[config.mk]
export PLATFORM = sky130hd
export DESIGN_NAME = pointer_speed_window_meter_top
export DESIGN_NICKNAME = d
export VERILOG_FILES = /design/src/sv/psw_pkg.sv /design/src/sv/pointer_speed_window_meter_top.sv /design/src/sv/psw_isqrt.sv /design/src/sv/psw_divider.sv
export SDC_FILE = /design/constraint.sdc
export NUM_CORES = 2
export LEC_CHECK = 0
export CORE_AREA = 2 2 448 272
export DETAILED_ROUTE_END_ITERATION = 8
export DIE_AREA = 0 0 450 274
export DONT_BUFFER_PORTS = 1
export PLACE_DENSITY_LB_ADDON = 0.3
export SYNTH_ARGS = -nofsm -noshare
export SYNTH_HDL_FRONTEND = slang
export SYNTH_SLANG_ARGS = --single-unit
[constraint.sdc]
create_clock -name clk -period 12.6 [get_ports clk]
set_clock_uncertainty 0.05 [all_clocks]
set_input_delay 1.89 -clock clk [delete_from_list [all_inputs] [get_ports clk]]
set_output_delay 1.89 -clock clk [all_outputs]
set_load 0.05 [all_outputs]
[src/sv/psw_pkg.sv]
// Package for the pointer speed window meter.
// Holds the payload structs, the divider request struct and the shared widths.
// No dependencies.
`timescale 1ns / 1ps

package psw_pkg;

    // Fixed field widths
    localparam int PSW_TIME_W    = 32;
    localparam int PSW_FIELD_W   = 16;
    localparam int PSW_WIN_W     = 16;
    localparam int PSW_SPEED_W   = 27;
    localparam int PSW_SUM_W     = 44;
    localparam int PSW_COUNT_W   = 17;
    localparam int PSW_POS_WIDTH = 16;

    // Shared divider: dividend as wide as the speed sum, divisor as wide as a time step
    localparam int PSW_DIV_NUM_W = PSW_SUM_W;
    localparam int PSW_DIV_DEN_W = PSW_TIME_W;
    localparam int PSW_DIV_CNT_W = $clog2(PSW_DIV_NUM_W + 1);

    localparam int unsigned PSW_MS_PER_S   = 1000;
    localparam logic [PSW_WIN_W-1:0] PSW_WIN_RESET = PSW_WIN_W'(1000);

    localparam logic [PSW_SPEED_W-1:0] PSW_SPEED_MAX = '1;
    localparam logic [PSW_COUNT_W-1:0] PSW_COUNT_MAX = '1;

    typedef struct packed {
        logic [PSW_TIME_W-1:0]         time_ms;
        logic signed [PSW_FIELD_W-1:0] pos_x;
        logic signed [PSW_FIELD_W-1:0] pos_y;
    } psw_in_t;

    typedef struct packed {
        logic                   accepted;
        logic [PSW_SPEED_W-1:0] current_speed;
        logic [PSW_SPEED_W-1:0] average_speed;
        logic                   window_closed;
    } psw_out_t;

    // Divider start request: operands and number of quotient bits to produce
    typedef struct packed {
        logic                     start;
        logic [PSW_DIV_CNT_W-1:0] bits;
        logic [PSW_DIV_NUM_W-1:0] num;
        logic [PSW_DIV_DEN_W-1:0] den;
    } psw_div_req_t;

endpackage

[src/sv/pointer_speed_window_meter_top.sv]
// Top level of the pointer speed window meter: sequencer, shared multiplier, state.
// Depends on psw_pkg, psw_isqrt and psw_divider.
`timescale 1ns / 1ps

// Pointer speed window meter.
// Input channel (in_valid/in_ready/in_data): one request per pointer sample, a
// millisecond timestamp and an x/y position. Every request gives exactly one
// result on the output channel (out_valid/out_ready/out_data): accepted flag,
// current speed in pixels per second, window average and window-closed flag.
// cfg_we/cfg_wdata write the window length in ms; write it only while idle.
// One request is worked on at a time; in_ready is high only when the
// sequencer is idle. A request with zero elapsed time goes from the
// difference step straight to the result. Other requests pass through the
// squares, the scalings by 1000, the bit-serial square root and the
// bit-serial speed division; a request that closes a window adds the
// average division (one bit per cycle over the 44-bit sum).
// The result sits in an output register: if the receiver stalls, the next
// request is still taken and worked on, and the sequencer waits only when a
// second result is ready before the first has gone.
// Reset clears the architectural state to zero and the window length to 1000 ms.

module pointer_speed_window_meter_top
    import psw_pkg::*;
#(
    parameter int POS_WIDTH = PSW_POS_WIDTH
)
(
    input  logic                 clk,
    input  logic                 rst_n,
    input  logic                 cfg_we,
    input  logic [PSW_WIN_W-1:0] cfg_wdata,
    input  logic                 in_valid,
    output logic                 in_ready,
    input  psw_in_t              in_data,
    output logic                 out_valid,
    input  logic                 out_ready,
    output psw_out_t             out_data
);

    // Datapath widths following from the position width
    localparam int EXT_W  = (POS_WIDTH > PSW_FIELD_W) ? POS_WIDTH : PSW_FIELD_W;
    localparam int SQ_W   = 2 * POS_WIDTH + 1;
    localparam int A_W    = SQ_W + 10;
    localparam int B_W    = (POS_WIDTH > 10) ? POS_WIDTH : 10;
    localparam int RAD_W  = SQ_W + 20;
    localparam int ROOT_W = (RAD_W + 1) / 2;

    typedef enum logic [10:0] {
        ST_IDLE = 11'b00000000001,
        ST_DIFF = 11'b00000000010,
        ST_SQX  = 11'b00000000100,
        ST_SQY  = 11'b00000001000,
        ST_K1   = 11'b00000010000,
        ST_K2   = 11'b00000100000,
        ST_ROOT = 11'b00001000000,
        ST_DIVS = 11'b00010000000,
        ST_UPD  = 11'b00100000000,
        ST_DIVA = 11'b01000000000,
        ST_DONE = 11'b10000000000
    } psw_state_t;

    psw_state_t state_reg, state_next;

    // Architectural state
    logic [PSW_WIN_W-1:0]          window_ms_reg;
    logic signed [POS_WIDTH-1:0]   last_x_reg, last_x_next;
    logic signed [POS_WIDTH-1:0]   last_y_reg, last_y_next;
    logic [PSW_TIME_W-1:0]         last_time_reg, last_time_next;
    logic [PSW_TIME_W-1:0]         win_start_reg, win_start_next;
    logic [PSW_SPEED_W-1:0]        speed_now_reg, speed_now_next;
    logic [PSW_SPEED_W-1:0]        speed_avg_reg, speed_avg_next;
    logic [PSW_SUM_W-1:0]          speed_sum_reg, speed_sum_next;
    logic [PSW_COUNT_W-1:0]        count_reg, count_next;

    // Per-request working registers
    logic [PSW_TIME_W-1:0]         time_reg, time_next;
    logic signed [POS_WIDTH-1:0]   x_reg, x_next;
    logic signed [POS_WIDTH-1:0]   y_reg, y_next;
    logic [PSW_TIME_W-1:0]         dt_reg, dt_next;
    logic [POS_WIDTH-1:0]          ax_reg, ax_next;
    logic [POS_WIDTH-1:0]          ay_reg, ay_next;
    logic [RAD_W-1:0]              acc_reg, acc_next;
    logic [PSW_SPEED_W-1:0]        spd_reg, spd_next;
    logic                          acc_flag_reg, acc_flag_next;
    logic                          closed_reg, closed_next;

    // Output register
    logic                          out_valid_reg, out_valid_next;
    psw_out_t                      out_data_reg, out_data_next;

    // Shared multiplier
    logic [A_W-1:0]                mul_a;
    logic [B_W-1:0]                mul_b;
    logic [A_W+B_W-1:0]            prod_full;
    logic [RAD_W-1:0]              prod;

    // Sub-units
    logic                          root_start;
    logic                          root_done;
    logic [ROOT_W-1:0]             root_val;
    psw_div_req_t                  div_req;
    logic                          div_done;
    logic [PSW_DIV_NUM_W-1:0]      div_quot;

    // Input decode and differences
    logic [EXT_W-1:0]              x_ext, y_ext;
    logic signed [POS_WIDTH:0]     dx, dy;
    logic [PSW_TIME_W-1:0]         elapsed;
    logic [PSW_SUM_W-1:0]          sum_upd;
    logic [PSW_COUNT_W-1:0]        count_upd;

    assign x_ext = EXT_W'(in_data.pos_x);
    assign y_ext = EXT_W'(in_data.pos_y);

    assign dx = {x_reg[POS_WIDTH-1], x_reg} - {last_x_reg[POS_WIDTH-1], last_x_reg};
    assign dy = {y_reg[POS_WIDTH-1], y_reg} - {last_y_reg[POS_WIDTH-1], last_y_reg};

    assign elapsed = time_reg - win_start_reg;

    // Multiplier operand selection: squares first, then two scalings by 1000
    always_comb
    begin
        case (state_reg)
            ST_SQX:
            begin
                mul_a = A_W'(ax_reg);
                mul_b = B_W'(ax_reg);
            end
            ST_SQY:
            begin
                mul_a = A_W'(ay_reg);
                mul_b = B_W'(ay_reg);
            end
            default:
            begin
                mul_a = acc_reg[A_W-1:0];
                mul_b = B_W'(PSW_MS_PER_S);
            end
        endcase
    end

    assign prod_full = mul_a * mul_b;
    assign prod      = prod_full[RAD_W-1:0];

    // Running sum and count with the new speed, held once the count is full
    always_comb
    begin
        if (count_reg < PSW_COUNT_MAX)
        begin
            sum_upd   = speed_sum_reg + PSW_SUM_W'(spd_reg);
            count_upd = count_reg + 1'b1;
        end
        else
        begin
            sum_upd   = speed_sum_reg;
            count_upd = count_reg;
        end
    end

    // Sequencer and datapath next state
    always_comb
    begin
        state_next     = state_reg;
        last_x_next    = last_x_reg;
        last_y_next    = last_y_reg;
        last_time_next = last_time_reg;
        win_start_next = win_start_reg;
        speed_now_next = speed_now_reg;
        speed_avg_next = speed_avg_reg;
        speed_sum_next = speed_sum_reg;
        count_next     = count_reg;
        time_next      = time_reg;
        x_next         = x_reg;
        y_next         = y_reg;
        dt_next        = dt_reg;
        ax_next        = ax_reg;
        ay_next        = ay_reg;
        acc_next       = acc_reg;
        spd_next       = spd_reg;
        acc_flag_next  = acc_flag_reg;
        closed_next    = closed_reg;
        out_valid_next = out_valid_reg;
        out_data_next  = out_data_reg;
        root_start     = 1'b0;
        div_req        = '0;

        if (out_valid_reg && out_ready)
        begin
            out_valid_next = 1'b0;
        end

        case (state_reg)
            ST_IDLE:
            begin
                if (in_valid)
                begin
                    time_next  = in_data.time_ms;
                    x_next     = x_ext[POS_WIDTH-1:0];
                    y_next     = y_ext[POS_WIDTH-1:0];
                    state_next = ST_DIFF;
                end
            end
            ST_DIFF:
            begin
                dt_next     = time_reg - last_time_reg;
                ax_next     = dx[POS_WIDTH] ? POS_WIDTH'(-dx) : dx[POS_WIDTH-1:0];
                ay_next     = dy[POS_WIDTH] ? POS_WIDTH'(-dy) : dy[POS_WIDTH-1:0];
                closed_next = 1'b0;
                if (time_reg == last_time_reg)
                begin
                    acc_flag_next = 1'b0;
                    state_next    = ST_DONE;
                end
                else
                begin
                    acc_flag_next = 1'b1;
                    state_next    = ST_SQX;
                end
            end
            ST_SQX:
            begin
                acc_next   = prod;
                state_next = ST_SQY;
            end
            ST_SQY:
            begin
                acc_next   = acc_reg + prod;
                state_next = ST_K1;
            end
            ST_K1:
            begin
                acc_next   = prod;
                state_next = ST_K2;
            end
            ST_K2:
            begin
                acc_next   = prod;
                root_start = 1'b1;
                state_next = ST_ROOT;
            end
            ST_ROOT:
            begin
                if (root_done)
                begin
                    div_req.start = 1'b1;
                    div_req.bits  = PSW_DIV_CNT_W'(ROOT_W);
                    div_req.num   = PSW_DIV_NUM_W'(root_val) << (PSW_DIV_NUM_W - ROOT_W);
                    div_req.den   = dt_reg;
                    state_next    = ST_DIVS;
                end
            end
            ST_DIVS:
            begin
                if (div_done)
                begin
                    if (|div_quot[PSW_DIV_NUM_W-1:PSW_SPEED_W])
                    begin
                        spd_next = PSW_SPEED_MAX;
                    end
                    else
                    begin
                        spd_next = div_quot[PSW_SPEED_W-1:0];
                    end
                    state_next = ST_UPD;
                end
            end
            ST_UPD:
            begin
                speed_now_next = spd_reg;
                last_x_next    = x_reg;
                last_y_next    = y_reg;
                last_time_next = time_reg;
                speed_sum_next = sum_upd;
                count_next     = count_upd;
                state_next     = ST_DONE;
                if (elapsed >= PSW_TIME_W'(window_ms_reg))
                begin
                    win_start_next = time_reg;
                    speed_sum_next = '0;
                    count_next     = '0;
                    closed_next    = 1'b1;
                    if (count_upd != '0)
                    begin
                        div_req.start = 1'b1;
                        div_req.bits  = PSW_DIV_CNT_W'(PSW_SUM_W);
                        div_req.num   = sum_upd;
                        div_req.den   = PSW_DIV_DEN_W'(count_upd);
                        state_next    = ST_DIVA;
                    end
                end
            end
            ST_DIVA:
            begin
                if (div_done)
                begin
                    speed_avg_next = div_quot[PSW_SPEED_W-1:0];
                    state_next     = ST_DONE;
                end
            end
            ST_DONE:
            begin
                if (!out_valid_reg || out_ready)
                begin
                    out_valid_next              = 1'b1;
                    out_data_next.accepted      = acc_flag_reg;
                    out_data_next.current_speed = speed_now_reg;
                    out_data_next.average_speed = speed_avg_reg;
                    out_data_next.window_closed = closed_reg;
                    state_next                  = ST_IDLE;
                end
            end
            default:
            begin
                state_next = ST_IDLE;
            end
        endcase
    end

    // Control and architectural state
    always_ff @(posedge clk or negedge rst_n)
    begin
        if (!rst_n)
        begin
            state_reg     <= ST_IDLE;
            window_ms_reg <= PSW_WIN_RESET;
            last_x_reg    <= '0;
            last_y_reg    <= '0;
            last_time_reg <= '0;
            win_start_reg <= '0;
            speed_now_reg <= '0;
            speed_avg_reg <= '0;
            speed_sum_reg <= '0;
            count_reg     <= '0;
            out_valid_reg <= 1'b0;
        end
        else
        begin
            state_reg     <= state_next;
            last_x_reg    <= last_x_next;
            last_y_reg    <= last_y_next;
            last_time_reg <= last_time_next;
            win_start_reg <= win_start_next;
            speed_now_reg <= speed_now_next;
            speed_avg_reg <= speed_avg_next;
            speed_sum_reg <= speed_sum_next;
            count_reg     <= count_next;
            out_valid_reg <= out_valid_next;
            if (cfg_we)
            begin
                window_ms_reg <= cfg_wdata;
            end
        end
    end

    // Working and payload registers
    always_ff @(posedge clk)
    begin
        time_reg     <= time_next;
        x_reg        <= x_next;
        y_reg        <= y_next;
        dt_reg       <= dt_next;
        ax_reg       <= ax_next;
        ay_reg       <= ay_next;
        acc_reg      <= acc_next;
        spd_reg      <= spd_next;
        acc_flag_reg <= acc_flag_next;
        closed_reg   <= closed_next;
        out_data_reg <= out_data_next;
    end

    // Square root of the scaled squared distance
    psw_isqrt #(
        .ROOT_W(ROOT_W)
    ) u_isqrt (
        .clk      (clk),
        .rst_n    (rst_n),
        .start    (root_start),
        .radicand ((2 * ROOT_W)'(acc_next)),
        .done     (root_done),
        .root     (root_val)
    );

    // Shared divider for speed and window average
    psw_divider u_divider (
        .clk      (clk),
        .rst_n    (rst_n),
        .req      (div_req),
        .done     (div_done),
        .quotient (div_quot)
    );

    assign in_ready  = (state_reg == ST_IDLE);
    assign out_valid = out_valid_reg;
    assign out_data  = out_data_reg;

endmodule

[src/sv/psw_isqrt.sv]
// Iterative integer square root, one result bit per cycle.
// Depends on psw_pkg only for the default root width (no shared types used here).
`timescale 1ns / 1ps

module psw_isqrt
    import psw_pkg::*;
#(
    parameter int ROOT_W = PSW_POS_WIDTH + 11
)
(
    input  logic                  clk,
    input  logic                  rst_n,
    input  logic                  start,
    input  logic [2*ROOT_W-1:0]   radicand,
    output logic                  done,
    output logic [ROOT_W-1:0]     root
);

    localparam int CNT_W = $clog2(ROOT_W + 1);

    logic [2*ROOT_W-1:0] rad_reg, rad_next;
    logic [ROOT_W+1:0]   rem_reg, rem_next;
    logic [ROOT_W-1:0]   root_reg, root_next;
    logic [CNT_W-1:0]    cnt_reg, cnt_next;
    logic                busy_reg, busy_next;

    logic [ROOT_W+1:0]   rem_sh;
    logic [ROOT_W+1:0]   trial;

    // One digit step: bring down two radicand bits, try (root << 2) | 1
    always_comb
    begin
        rem_sh    = {rem_reg[ROOT_W-1:0], rad_reg[2*ROOT_W-1 -: 2]};
        trial     = {root_reg, 2'b01};
        rad_next  = rad_reg;
        rem_next  = rem_reg;
        root_next = root_reg;
        cnt_next  = cnt_reg;
        busy_next = busy_reg;
        if (start)
        begin
            rad_next  = radicand;
            rem_next  = '0;
            root_next = '0;
            cnt_next  = CNT_W'(ROOT_W);
            busy_next = 1'b1;
        end
        else if (busy_reg)
        begin
            if (cnt_reg == '0)
            begin
                busy_next = 1'b0;
            end
            else
            begin
                rad_next = {rad_reg[2*ROOT_W-3:0], 2'b00};
                cnt_next = cnt_reg - 1'b1;
                if (rem_sh >= trial)
                begin
                    rem_next  = rem_sh - trial;
                    root_next = {root_reg[ROOT_W-2:0], 1'b1};
                end
                else
                begin
                    rem_next  = rem_sh;
                    root_next = {root_reg[ROOT_W-2:0], 1'b0};
                end
            end
        end
    end

    // Control state
    always_ff @(posedge clk or negedge rst_n)
    begin
        if (!rst_n)
        begin
            busy_reg <= 1'b0;
            cnt_reg  <= '0;
        end
        else
        begin
            busy_reg <= busy_next;
            cnt_reg  <= cnt_next;
        end
    end

    // Working registers
    always_ff @(posedge clk)
    begin
        rad_reg  <= rad_next;
        rem_reg  <= rem_next;
        root_reg <= root_next;
    end

    assign done = busy_reg && (cnt_reg == '0);
    assign root = root_reg;

endmodule

[src/sv/psw_divider.sv]
// Iterative restoring divider, one quotient bit per cycle.
// Shared between the speed division and the window average; uses psw_pkg types.
`timescale 1ns / 1ps

module psw_divider
    import psw_pkg::*;
(
    input  logic                     clk,
    input  logic                     rst_n,
    input  psw_div_req_t             req,
    output logic                     done,
    output logic [PSW_DIV_NUM_W-1:0] quotient
);

    logic [PSW_DIV_DEN_W:0]   rem_reg, rem_next;
    logic [PSW_DIV_NUM_W-1:0] num_reg, num_next;
    logic [PSW_DIV_DEN_W-1:0] den_reg, den_next;
    logic [PSW_DIV_CNT_W-1:0] cnt_reg, cnt_next;
    logic                     busy_reg, busy_next;

    logic [PSW_DIV_DEN_W:0]   rem_sh;

    // Shift one dividend bit into the remainder, subtract if it fits.
    // The dividend arrives left-aligned; quotient bits fill from the bottom.
    always_comb
    begin
        rem_sh    = {rem_reg[PSW_DIV_DEN_W-1:0], num_reg[PSW_DIV_NUM_W-1]};
        rem_next  = rem_reg;
        num_next  = num_reg;
        den_next  = den_reg;
        cnt_next  = cnt_reg;
        busy_next = busy_reg;
        if (req.start)
        begin
            rem_next  = '0;
            num_next  = req.num;
            den_next  = req.den;
            cnt_next  = req.bits;
            busy_next = 1'b1;
        end
        else if (busy_reg)
        begin
            if (cnt_reg == '0)
            begin
                busy_next = 1'b0;
            end
            else
            begin
                cnt_next = cnt_reg - 1'b1;
                if (rem_sh >= {1'b0, den_reg})
                begin
                    rem_next = rem_sh - {1'b0, den_reg};
                    num_next = {num_reg[PSW_DIV_NUM_W-2:0], 1'b1};
                end
                else
                begin
                    rem_next = rem_sh;
                    num_next = {num_reg[PSW_DIV_NUM_W-2:0], 1'b0};
                end
            end
        end
    end

    // Control state
    always_ff @(posedge clk or negedge rst_n)
    begin
        if (!rst_n)
        begin
            busy_reg <= 1'b0;
            cnt_reg  <= '0;
        end
        else
        begin
            busy_reg <= busy_next;
            cnt_reg  <= cnt_next;
        end
    end

    // Working registers
    always_ff @(posedge clk)
    begin
        rem_reg <= rem_next;
        num_reg <= num_next;
        den_reg <= den_next;
    end

    assign done     = busy_reg && (cnt_reg == '0);
    assign quotient = num_reg;

endmodule

* Word level (Yosys, flattened, before mapping) *
Index checks and enable logic that the tools add are counted.

storage, ports and cells
  register bits after elaboration = 734
  bits in latches = 0
  RAM bits = 0
  memory bits (read-only) = 0
  input port bits = 85
  output and inout port bits = 58
  word-level logic and storage cells = 151
  memories kept = 0

cells by class
  $add $sub $neg = 13
  multiply operators = 1
  div/mod/pow operators = 0
  order comparisons = 4
  eq/ne operators = 20
  shifts and indexed selects = 0
  muxes and demuxes = 51
  bitwise logic cells = 2
  reduce and logical (&&, ||, !) cells = 24

operators with widths
  operator                                                        number
  83-bit 2-to-1 mux                                               3
  44-bit 2-to-1 mux                                               5
  83-bit case mux with 2 select lines                             1
  53-bit 2-to-1 mux                                               3
  11-bit case mux with 11 select lines                            1
  53-bit case mux with 2 select lines                             1
  32-bit subtractor                                               3
  11-bit 2-to-1 mux                                               8
  43-bit case mux with 2 select lines                             1
  53-bit adder                                                    1
  43-bit by 16-bit multiplier with 53-bit output                  1
  44-bit by 27-bit adder with 44-bit output                       1
  17-bit 2-to-1 mux                                               2
  16-bit by 16-bit subtractor with 17-bit output                  2
  33-bit by 32-bit greater-or-equal comparator with 1-bit output  1
  32-bit equality test                                            1
  32-bit by 16-bit greater-or-equal comparator with 1-bit output  1
  16-bit 2-to-1 mux                                               2
  32-bit 2-to-1 mux                                               1
  16-bit negator                                                  2
  16-bit case mux with 2 select lines                             1
  29-bit greater-or-equal comparator                              1
  27-bit 2-to-1 mux                                               1
  27-bit subtractor                                               1
  other kinds (32)                                                70

* Longest topological paths before layout *
  depth in word-level cells = 8
  depth in mapped cells = 49
  mapped depth without buffers = 46

* Modules after synthesis *
A second synthesis with hierarchy kept.

second synthesis, totals
  cell total of the unflattened synthesis = 6243
  area, all modules = 60275.3 sq um

by module, submodules not included
  module                          instances  cells an instance  area an instance (sq um)  seq. area each (sq um)
  pointer_speed_window_meter_top  1          4985               47385.4                   13446.6
  psw_divider                     1          639                6638.9                    3098.0
  psw_isqrt                       1          619                6251.0                    2852.7

* Least setup slack after synthesis *
OpenSTA, ideal clock, no wires.

  path kind = reg-to-reg
  start = reg state_reg[9]
  end = reg u_isqrt.rad_reg[40], data pin
  library setup time = 0.260 ns
  data arrival time = 10.231 ns
  data required time = 12.290 ns
  path slack = 2.059 ns
  cell stages (with the launch flop) = 46
  buffers on the path = 3
  clock period less this slack = 10.541 ns
  path through = dfrtp_1 nor3_1 nand2_1 nor3_1 and2_1 nand3b_1 inv_1 clkbuf_1 a22o_1 inv_1 nand2_1 clkbuf_1 nand2_1 fa_1 inv_1 fa_1 inv_1 fa_1 [10 not listed] and4b_1 o41a_1 o21bai_1 a21oi_1 xor2_1 inv_1 ha_1 clkbuf_1 nand4_1 nor4_1 a21oi_1 o311ai_0 nand2b_1 a21o_1 a21oi_1 xor2_1 o21ai_0 mux2_2

on the way
  longest elaborated chain between the ends = 6
  elaborated cells on any way between the ends = 12
  those cells by class = add/sub (1); mul (1); eq/ne (4); mux (5); reduce/logical (1)

RTL lines
  what                                                                                                                RTL line                                                                      source
  start: declaration                                                                                                  pointer_speed_window_meter_top.sv:62                                          psw_state_t state_reg, state_next;
  start signal: assignment                                                                                            pointer_speed_window_meter_top.sv:338                                         state_reg <= state_next;
  11-bit by 4-bit equality test with 1-bit output or 11-bit by 3-bit equality test with 1-bit output (tied branches)  pointer_speed_window_meter_top.sv:123, pointer_speed_window_meter_top.sv:192
  43-bit case mux with 2 select lines or 16-bit case mux with 2 select lines (tied branches)                          pointer_speed_window_meter_top.sv:123                                         case (state_reg)
  43-bit by 16-bit multiplier with 53-bit output                                                                      pointer_speed_window_meter_top.sv:142                                         assign prod_full = mul_a * mul_b;
  53-bit adder                                                                                                        pointer_speed_window_meter_top.sv:227                                         acc_next = acc_reg + prod;
  53-bit case mux with 2 select lines *                                                                               pointer_speed_window_meter_top.sv:192                                         case (state_reg)
  net acc_next[40]                                                                                                    pointer_speed_window_meter_top.sv:82                                          logic [RAD_W-1:0] acc_reg, acc_next;
  53-bit 2-to-1 mux *                                                                                                 psw_isqrt.sv:40                                                               if (start)
  net u_isqrt.rad_next[40]                                                                                            psw_isqrt.sv:21                                                               logic [2*ROOT_W-1:0] rad_reg, rad_next;
  end signal: assignment                                                                                              psw_isqrt.sv:90                                                               rad_reg <= rad_next;
  end: declaration                                                                                                    psw_isqrt.sv:21

The timed path passes the listed nets; every way through them passes the cells marked *.
A chain may end at the register's enable or synchronous reset.

* Worst setup path after layout *
Same ends and word-level chain as after synthesis.

==> results.md <==
- Min cycle time layout: 12.06 ns
- Most used cell, CP: inv_1
- Rows: 99
- Post-route ant nets: 0
- Setup bufs post-CTS: 0
- Initial antenna violation count: 4
- CTS tree: built
- Synth top area share: 19.15%
- Routed wire length: 153900 microns
- Synth Area per Inst: 9.431 sq um
- Crit. End Element: flip-flop
- Reg2reg end: u_isqrt.rad_reg[40]
- CTS root buf: clkbuf_16
- Initial core utilization: 49.35%
- Vias/cell: 5.517
- Share of layout cells above drive strength 1: 4.839%
- Hold path depth: 0
- Area added between synthesis and finish: 9.093%
- Sum Neg Setup Slack: 0 ns
- Die width: 450 microns
- Finish-stage setup viols: 0
- Register-to-Register Path Depth: 44
- Hold WC Path Type: reg2reg
- HP Start: speed_avg_reg[4]
- Most frequent cells in the layout: inv_1, nand2_1, fa_1
- Synth area leader: fa_1
- Crit-path slowest cell: fa_1
- Multiplexer share of the synthesized area: 1.436%
- IO Port Bufs: 0
- All-Layer GR Usage: 25.38%
- Max Fanout on Critical Path: 16
- Critical Path AT: 12.43 ns
- Die area: 123300 sq um
- Post-synthesis adder-cell area fraction: 26.64%
- Post-DP HPWL: 117800 microns
- WS Path Type: reg2reg
- Final core utilization: 53.83%
- Total core area: 119900 sq um
- Main flop type after synthesis: edfxtp_1
- Max_slew headroom: 22.59%
- Status: finished clean
- Pre-antenna DRT Iters: 6
- Global-route wire length before repair: 249000 microns
- Worst path max stage delay: 0.59 ns
- Initial DRC count: 4448
- FFs w/ async S/R, synth: 34.52%
- Xor/xnor share of the synthesized area: 4.248%
- Synth area leaders: fa_1, edfxtp_1, dfrtp_1
- GR peak layer: met1
- Largest net degree at the start of global routing: 253
- Num ports: 143
- Number of global-route vias before repair: 43780
- Met2 Use GR: 33.69%
- Most common cell after layout, fill and taps aside: inv_1
- Global Route met3 Usage: 6.775%
- Clock sinks: 730
- Final nets: 7454
- Max reg flops: 56
- Yosys cell types: 91
- Largest family of logic cells by synthesized area: adder cells
- Critical Path RT: 12.97 ns
- Final-report max-slew violation count: 0
- Hold EP: out_data[5]
- Flops & latches, synth: 730
- Post-route DRC: 0
- Num CTS Buffers: 73
- GRT overflow: 0
- Peak Freq: 82.94 MHz
- Synth Area in Compound Gates: 14.22%
- Worst reg-to-reg setup slack: 0.54 ns
- Synth Instances: 6274
- Reg-to-reg startpoint: state_reg[9]
- Global Route met1 Usage: 41.31%
- Clock transition at path regs: 0.07 ns
- Post-synth EDFFs: 342
- Mapped Area: 59170 sq um
- H-tree depth: 3
- Seq/Total Area, Yosys: 32.63%
- Clock tree buffer depth: 3
- Fin. Hold Viols: 0
- Final Wtd Congestion: 0.9785
- Clk Latency, worst-skew pair: 0.71 ns
- Die H: 274 microns
- Vias post-DR: 44840
- Routed len/inst: 18.94 microns
- Max Cap Viol: 0
- Critical Path Start Type: flip-flop
- Final period util: 95.69%
- Worst-Margin Slew: 1.151 ns
- Hold Slack: 0.3930 ns
- Post-synthesis simple-gate area fraction: 13.18%
- Synth Warn #: 0
==> worst max-delay path by stage <==
stage            startpoint             endpoint  slack (ns)  cells past startpoint
6_report       state_reg[9]  u_isqrt.rad_reg[40]        0.54                     44
5_1_grt        state_reg[9]  u_isqrt.rad_reg[40]       -0.03                     42
4_1_cts        state_reg[9]  u_isqrt.rad_reg[40]        0.32                     42
3_5_place_dp   state_reg[9]  u_isqrt.rad_reg[40]        0.39                     42
3_3_place_gp   state_reg[9]  u_isqrt.rad_reg[40]        0.62                     42
2_1_floorplan  state_reg[9]  u_isqrt.rad_reg[40]        2.06                     45
==> synth_stat cells (all sizes together) (26+ instances only) <==
master / instances
nor2b: 31
a21oi: 323
dfrtp: 245
nand3: 111
o21ai: 367
nand2: 864
a21o: 113
clkbuf: 180
xor2: 118
nand4: 41
buf: 27
nor2: 348
fa: 566
or3: 26
nor3: 94
o21a: 53
mux2i: 32
edfxtp: 342
a31oi: 38
ha: 354
o22ai: 28
and2: 46
and3: 35
o31ai: 26
a22oi: 44
o221ai: 27
a211oi: 60
xnor2: 169
inv: 984
dfxtp: 136
o211ai: 44
o21bai: 32
mux2: 47
nand2b: 45
==> cells by family after synthesis <==
kind of cell | count (synthesis)
buffers and inverters | 1195
xor gates and xnor gates | 287
DFF | 730
AOI/OAI and AO/OA | 1319
other | 2
adders and majority gates | 920
and+or+nand+nor | 1742
muxes | 79
==> metrics by stage <==
step	instance area, sq um	setup WS (ns)	instances
2_1_floorplan	60100	2.059	6522
3_5_place_dp	61870	0.3916	7990
5_1_grt	64540	-0.03011	8126
4_1_cts	64520	0.3177	8126
3_3_place_gp	61870	0.6238	7990
6_report	64550	0.5428	8128
==> per-layer routing <==
layer	up-vias	wire length, microns
met4	0	1782
met5	-	0
met2	1645	58640
li1	21090	-
met3	137	15620
met1	21970	77870
==> worst max-delay path: cells and delay by family (launching register included) <==
family,cells,cell delay [ns]
fa+ha+maj,8,4.11
compound gates,13,2.70
simple gates,11,2.42
buf+inv,9,1.24
xor+xnor,2,0.50
flops,1,0.47
mux,1,0.30
==> cell type report <==
| cell class | count | area (sq um) |
|---|---|---|
| fill | 10920 | 55360 |
| multi-input combinational | 4597 | 36400 |
| sequential | 730 | 19310 |
| inverter | 988 | 3726 |
| tap | 1616 | 2022 |
| clock buffer | 98 | 2001 |
| clock inverter | 38 | 643.1 |
| timing repair buffer | 59 | 442.9 |
| antenna | 2 | 5.005 |
==> what timing repair did <==
| item | in CTS | in global routing |
|---|---|---|
| endpoints found under the setup margin | 0 | 18 |
| hold buffers | 0 | 0 |
| resized for setup | 0 | 9 |
Power is left out: the tool's default activity adds up to more than one toggle a clock period on the data nets, which glitch-free logic cannot reach.
